<file path="config.mk">
export PLATFORM = sky130hd
export DESIGN_NAME = sad3_accum
export DESIGN_NICKNAME = d
export VERILOG_FILES = /design/src/hdl/sad3_pkg.sv /design/src/hdl/sad3_accum.sv
export SDC_FILE = /design/constraint.sdc
export NUM_CORES = 1
export LEC_CHECK = 0
export ABC_CLOCK_PERIOD_IN_PS = 6400
export CAP_MARGIN = 20
export CORE_ASPECT_RATIO = 1.5
export CORE_MARGIN = 4
export CORE_UTILIZATION = 65
export CTS_BUF_LIST = sky130_fd_sc_hd__clkbuf_2 sky130_fd_sc_hd__clkbuf_4 sky130_fd_sc_hd__clkbuf_8
export CTS_CLUSTER_DIAMETER = 40
export CTS_CLUSTER_SIZE = 14
export DETAILED_ROUTE_END_ITERATION = 10
export DONT_BUFFER_PORTS = 1
export PLACE_DENSITY = 0.81
export REMOVE_ABC_BUFFERS = 1
export SLEW_MARGIN = 10
export SYNTH_ARGS = -nofsm -noshare
export SYNTH_HDL_FRONTEND = slang
export SYNTH_SLANG_ARGS = --single-unit
</file>
<file path="constraint.sdc">
create_clock -name clk_i -period 6.4 [get_ports clk_i]
set_input_delay 0.32 -clock clk_i [delete_from_list [all_inputs] [get_ports clk_i]]
set_output_delay 0.32 -clock clk_i [all_outputs]
set_load 0.02 [all_outputs]
</file>
<file path="src/hdl/sad3_pkg.sv">
// Shared constants and types for the 3x3 shift SAD block.
package sad3_pkg;

  localparam int unsigned MaxWidth   = 2048;
  localparam int unsigned MaxHeight  = 2048;
  localparam int unsigned ColW       = $clog2(MaxWidth);
  localparam int unsigned RowW       = $clog2(MaxHeight);
  localparam int unsigned PixW       = 8;
  localparam int unsigned LineW      = 2 * PixW;
  localparam int unsigned SizeW      = 12;
  localparam int unsigned SumW       = 30;
  localparam int unsigned NumOffsets = 9;
  localparam int unsigned OffW       = 4;
  localparam int unsigned CfgIdxW    = 2;
  localparam int unsigned CfgDataW   = 12;

  localparam logic [SizeW-1:0] FrameSizeReset = 12'd2048;
  localparam logic [SizeW-1:0] MinSize        = 12'd3;
  localparam logic [SumW-1:0]  SumLimit       = '1;
  localparam logic [OffW-1:0]  LastOffset     = OffW'(NumOffsets - 1);

  typedef enum logic [CfgIdxW-1:0] {
    CfgFrameWidth  = 2'd0,
    CfgFrameHeight = 2'd1,
    CfgMaskEnable  = 2'd2,
    CfgMaskIndex   = 2'd3
  } cfg_idx_e;

  typedef logic [SumW-1:0] sum_arr_t [NumOffsets];

  typedef struct packed {
    logic fire;
    logic first;
    logic interior;
    logic last;
  } step_ctl_t;

endpackage

</file>
<file path="src/hdl/sad3_accum.sv">
// Background window, center hold and the nine saturating difference sums.
module sad3_accum
  import sad3_pkg::*;
(
  input  logic             clk_i,
  input  logic             rst_ni,
  input  step_ctl_t        ctl_i,
  input  logic [LineW-1:0] lines_i,
  input  logic [PixW-1:0]  bg_i,
  input  logic [LineW-1:0] delayed_i,
  input  logic             mask_en_i,
  input  logic [PixW-1:0]  mask_idx_i,
  output sum_arr_t         sums_o
);

  logic [PixW-1:0]  win_q [NumOffsets];
  logic [PixW-1:0]  win_d [NumOffsets];
  logic [LineW-1:0] hold_q;
  sum_arr_t         sums_q;
  sum_arr_t         sums_d;
  logic             count;
  logic [PixW-1:0]  cval;

  always_comb begin
    for (int r = 0; r < 3; r++) begin
      win_d[3*r]     = win_q[3*r+1];
      win_d[3*r + 1] = win_q[3*r+2];
    end
    win_d[2] = lines_i[LineW-1:PixW];
    win_d[5] = lines_i[PixW-1:0];
    win_d[8] = bg_i;
  end

  assign cval  = hold_q[PixW-1:0];
  assign count = ctl_i.interior && (!mask_en_i || (hold_q[LineW-1:PixW] == mask_idx_i));

  always_comb begin
    logic [SumW-1:0] base;
    logic [PixW-1:0] ad;
    logic [SumW:0]   s;
    for (int k = 0; k < NumOffsets; k++) begin
      base = ctl_i.first ? '0 : sums_q[k];
      ad   = (cval > win_d[k]) ? (cval - win_d[k]) : (win_d[k] - cval);
      s    = {1'b0, base} + {{(SumW + 1 - PixW){1'b0}}, ad};
      if (!count) begin
        sums_d[k] = base;
      end else if (s[SumW]) begin
        sums_d[k] = SumLimit;
      end else begin
        sums_d[k] = s[SumW-1:0];
      end
    end
  end

  always_ff @(posedge clk_i or negedge rst_ni) begin
    if (!rst_ni) begin
      hold_q <= '0;
      for (int k = 0; k < NumOffsets; k++) begin
        win_q[k]  <= '0;
        sums_q[k] <= '0;
      end
    end else if (ctl_i.fire) begin
      hold_q <= delayed_i;
      for (int k = 0; k < NumOffsets; k++) begin
        win_q[k]  <= win_d[k];
        sums_q[k] <= sums_d[k];
      end
    end
  end

  assign sums_o = sums_d;

  a_first_clears: assert property (@(posedge clk_i) disable iff (!rst_ni)
    (ctl_i.fire && ctl_i.first && !count) |=> (sums_q[0] == '0 && sums_q[8] == '0))
    else $error("sums not cleared at frame start");
  a_no_count_hold: assert property (@(posedge clk_i) disable iff (!rst_ni)
    (ctl_i.fire && !ctl_i.first && !count) |=> $stable(sums_q[4]))
    else $error("sum changed on a pixel that does not count");
  a_window_shift: assert property (@(posedge clk_i) disable iff (!rst_ni)
    ctl_i.fire |=> (win_q[6] == $past(win_q[7]) && win_q[8] == $past(bg_i)))
    else $error("window did not shift");

endmodule

</file>
== Yosys cells after proc, flatten, opt, wreduce, memory -nomap -nowiden ==
Index checks and enable logic that the tools add are counted.

* Register bits: 334
* Input port bits: 55
* Output and inout port bits: 270

* Add/sub/neg operators: 27
* Magnitude comparators: 9
* Equal/unequal tests: 1
* Mux-type cells: 36
* Reduce and logical (&&, ||, !) cells: 3

{| class="wikitable"
|+ Operator list
! cell !! number
|-
| $mux W30 || 27
|-
| $add A30 B8 Y31 || 9
|-
| $sub A8 B8 Y8 || 18
|-
| $gt A8 B8 Y1 || 9
|-
| $mux W8 || 9
|-
| $eq A8 B8 Y1 || 1
|-
| $logic_and A1 B1 Y1 || 1
|-
| $logic_not A1 Y1 || 1
|-
| $logic_or A1 B1 Y1 || 1
|}

== Longest topological paths before layout ==
* Word-level depth: 5
* Gate-level depth with buffers: 21
* Depth with buffers taken out: 19

== Worst setup path after synthesis ==
OpenSTA, ideal clock, no wires.

* Path kind: reg2out
* Start point: reg hold_q[1]
* End point: out sums_o[54] (netlist name)
* Data arrival time: 4921 ps
* Data required time: 6080 ps
* Path slack: 1159 ps
* Stages on the path, launching flop included: 18
* Buffers on the path: 1
* Cell sequence: dfrtp_1 -> inv_1 -> fa_1 -> nand3_1 -> nand2_1 -> o21ai_0 -> o21ai_0 -> a221oi_1 -> xnor2_1 -> ha_1 -> o21ai_1 -> a21oi_1 -> o21ai_1 -> or4_1 -> buf_2 -> nor3_1 -> xnor2_1 -> o21ai_0

{| class="wikitable"
|+ RTL lines
! item !! line !! text
|-
| start, declared || sad3_accum.sv:18 || <nowiki>logic [LineW-1:0] hold_q;</nowiki>
|-
| start signal, assigned || sad3_accum.sv:63 || <nowiki>hold_q <= delayed_i;</nowiki>
|-
| end, declared || sad3_accum.sv:13 || <nowiki>output sum_arr_t sums_o</nowiki>
|}

==> out/results.ini <==
[clock_network]
hold_buffers=106
insertion_delay_ns=0.66
clock_sinks=334
cts_made_buffers=51
clkSlewWorstSetupHoldPaths_ns=0.09
h-tree-depth=2
cts_tree=built
clock-root-buffer=clkbuf_8
cts_buffer_depth=3

[placed_design]
portBuffers=0
hpwl_um=67100
place.gp.congestion=0.962
placed_area_um2=33200
dpl_worst_slack_ns=0.576
dp.cells=4722

[cells_and_area]
drive_above_1_share_pct=10.1
area_delta_synth_final_pct=12.2
postLayoutCellArea_um2=35700
nets=4516
final_common_cell=nand2_1
multi_input_area_um2=21800
seqCellArea_um2=8360
final_cell_mix=nand2_1 (560), dfrtp_1 (330), nor2_1 (319)
instances_no_fill=4929
fin_util_pct=73.5
fillers=3980

[route]
drtIter0Drc=2866
viasPerCell=6.56
wl_per_cell_um=21.5
finalWirelength_um=106000
drc=0
vias=32319
firstDrtPassIters=8
ant_nets=0

[run]
cap_violations=0

[floorplanning]
die_x_um=189
row_count=99
ioPinCount=325
start_util_pct=65.5
core_area_um2=48600
chipHeight_um=279
die_area_um2=52600

[worst_setup_path]
endpoint=sums_o[216]
r2r_start=hold_q[6]
path_class=reg -> out
worst_setup_path_end_kind=output port
critPathLaunch=hold_q[6]
worstPathRequired_ns=6.08
critPathMaxFanout=10
r2r_setup_slack_ns=1.00
startpoint_type=flip-flop
worstPathArrival_ns=5.92
timing.rr.end=sums_q[222]
rr_worst_depth=15

[logic_synthesis]
synth_area_um2=31800
yosys_warnings=0
synth_edf_count=0
seq_area_frac_synth_pct=26.3
synthArstFlopShare_pct=100
syn_inst=4120
syn_area_per_cell_um2=7.72
yosysUniqueCellTypes=97
ys_seq_elements=334
synthFlopType=dfrtp_1

[grt]
grt_max_degree=335
gr-total-overflow=0
grt_pass1_vias=31355
antenna_found_initial=6
grt_usage_pct=38.3
grt_pass1_wl_um=165000

[power]
power_leakage_nw=16.3
p_per_area_nw_per_um2=246
ir_drop_mv=0.298

[run_status]
status=finished, violations left
violations=hold timing

[timing]
clock.fmax_mhz=160
relSlewSlack_pct=4.52
setup_viol=0
drv_slew=0
fin_crit_sh_pct=97.5
min_period_ns=6.24
final-hold-violation-count=334
fin_hold_ws_ns=-0.648
finalWorstSetupSlack_ns=0.162
fin_worst_skew_ns=0.0338
tightestPinTransition_ns=1.43

[min_path]
hp-class=in -> async

## layout make-up
| type | instances | area share (%) |
|---|---|---|
| Clock buffer | 60 | 2.24 |
| Clock inverter | 34 | 1.24 |
| Timing Repair Buffer | 304 | 7.30 |
| Sequential cell | 334 | 23.4 |
| Antenna cell | 5 | 0.0350 |
| Tap cell | 656 | 2.30 |
| Inverter | 230 | 2.46 |
| Multi-Input combinational cell | 3306 | 61.0 |
## worst min-delay path by stage
| stage | start | endpoint | cells past startpoint |
|---|---|---|---|
| final | rst_ni | sums_q[201] | 0 |
| after global routing | rst_ni | sums_q[201] | 0 |
| after CTS | rst_ni | sums_q[201] | 0 |
| after detailed placement | rst_ni | sums_q[201] | 0 |
| after global placement | rst_ni | sums_q[201] | 0 |
| after floorplan | rst_ni | hold_q[0] | 0 |
## state kept, by name, indices dropped and copies added, names as in the netlist
name    flops
sums_q    270
win_d      48
hold_q     16
## synth_stat cells, drive strengths merged (10+ instances only)
master,instances,share of area (%)
nand2,566,6.7
dfrtp,334,26
nor2,324,3.8
o21ai,308,4.9
inv,228,2.7
a21oi,220,3.5
clkbuf,211,2.5
ha,207,8.1
xnor2,188,5.2
nand3,173,2.8
nor2b,142,2.8
mux2i,119,3.7
nand4,101,2.0
nor3,83,1.3
a21o,81,1.9
o221ai,66,1.8
xor2,64,1.8
nor4,61,1.5
a31oi,55,1.1
mux2,50,1.8
and3,47,0.94
o211ai,43,1.0
buf,39,0.57
or3,37,0.74
nand2b,30,0.61
fa,27,1.7
a211oi,23,0.56
a22o,20,0.55
and4,20,0.55
o21a,19,0.45
or4,19,0.47
and2,17,0.33
nand4b,14,0.39
o22a,12,0.33
o21bai,11,0.26
o31ai,11,0.26
a221o,10,0.31
or2,10,0.20
## metrics by stage
step / hold slack (ns) / TNS [ns] / power, mW
finish: -0.648 / 0 / 8.78
global placement: 0.0396 / 0 / 6.25
CTS: -0.656 / 0 / 8.70
detailed placement: 0.0373 / 0 / 6.33
floorplan: 0.0244 / -46.82 / 5.40
global route: -0.662 / -0.00371 / 9.28
## logic make-up after synthesis
kind of cell / count (synthesis) / share of synthesized area [%]
and+or+nand+nor: 1669 / 26.0
AOI/OAI and AO/OA: 982 / 19.7
buffers and inverters: 480 / 5.78
DFF: 334 / 26.3
xor gates and xnor gates: 252 / 6.94
adders and majority gates: 234 / 9.84
muxes: 169 / 5.51
## critical path, stage by stage, from the launching register on
cell and delay [ns]:
dfrtp_1 0.66, buf_4 0.28, ha_1 0.33, a211oi_1 0.32, nand2_1 0.13, o21ai_1 0.14
buf_4 0.19, mux2_2 0.39, o221a_2 0.26, xnor2_1 0.18, ha_1 0.41, o2111ai_1 0.19
and3_1 0.28, nor4_4 0.61, nor2_1 0.14, o21ai_0 0.51, buf_4 0.25
## metal layers
metal	GRT usage (%)	routed length (um)
met1	44.3	39000
met3	7.53	9070
met2	64.3	49700
met4	25.7	8030
met5	0	10
## report_power, final
part / internal [mW] / switching [mW]
Clock: 1.17 / 1.09
Combinational: 1.57 / 2.36
Sequential: 2.36 / 0.239
## repair_timing
action                                  in CTS  in global routing
gates resized for setup                      4                 25
endpoints found under the setup margin      29                165
hold endpoints to repair                   564                334
cloned                                       0                  0
setup buffers                                0                  2
Power figures use the tool's default switching activity.
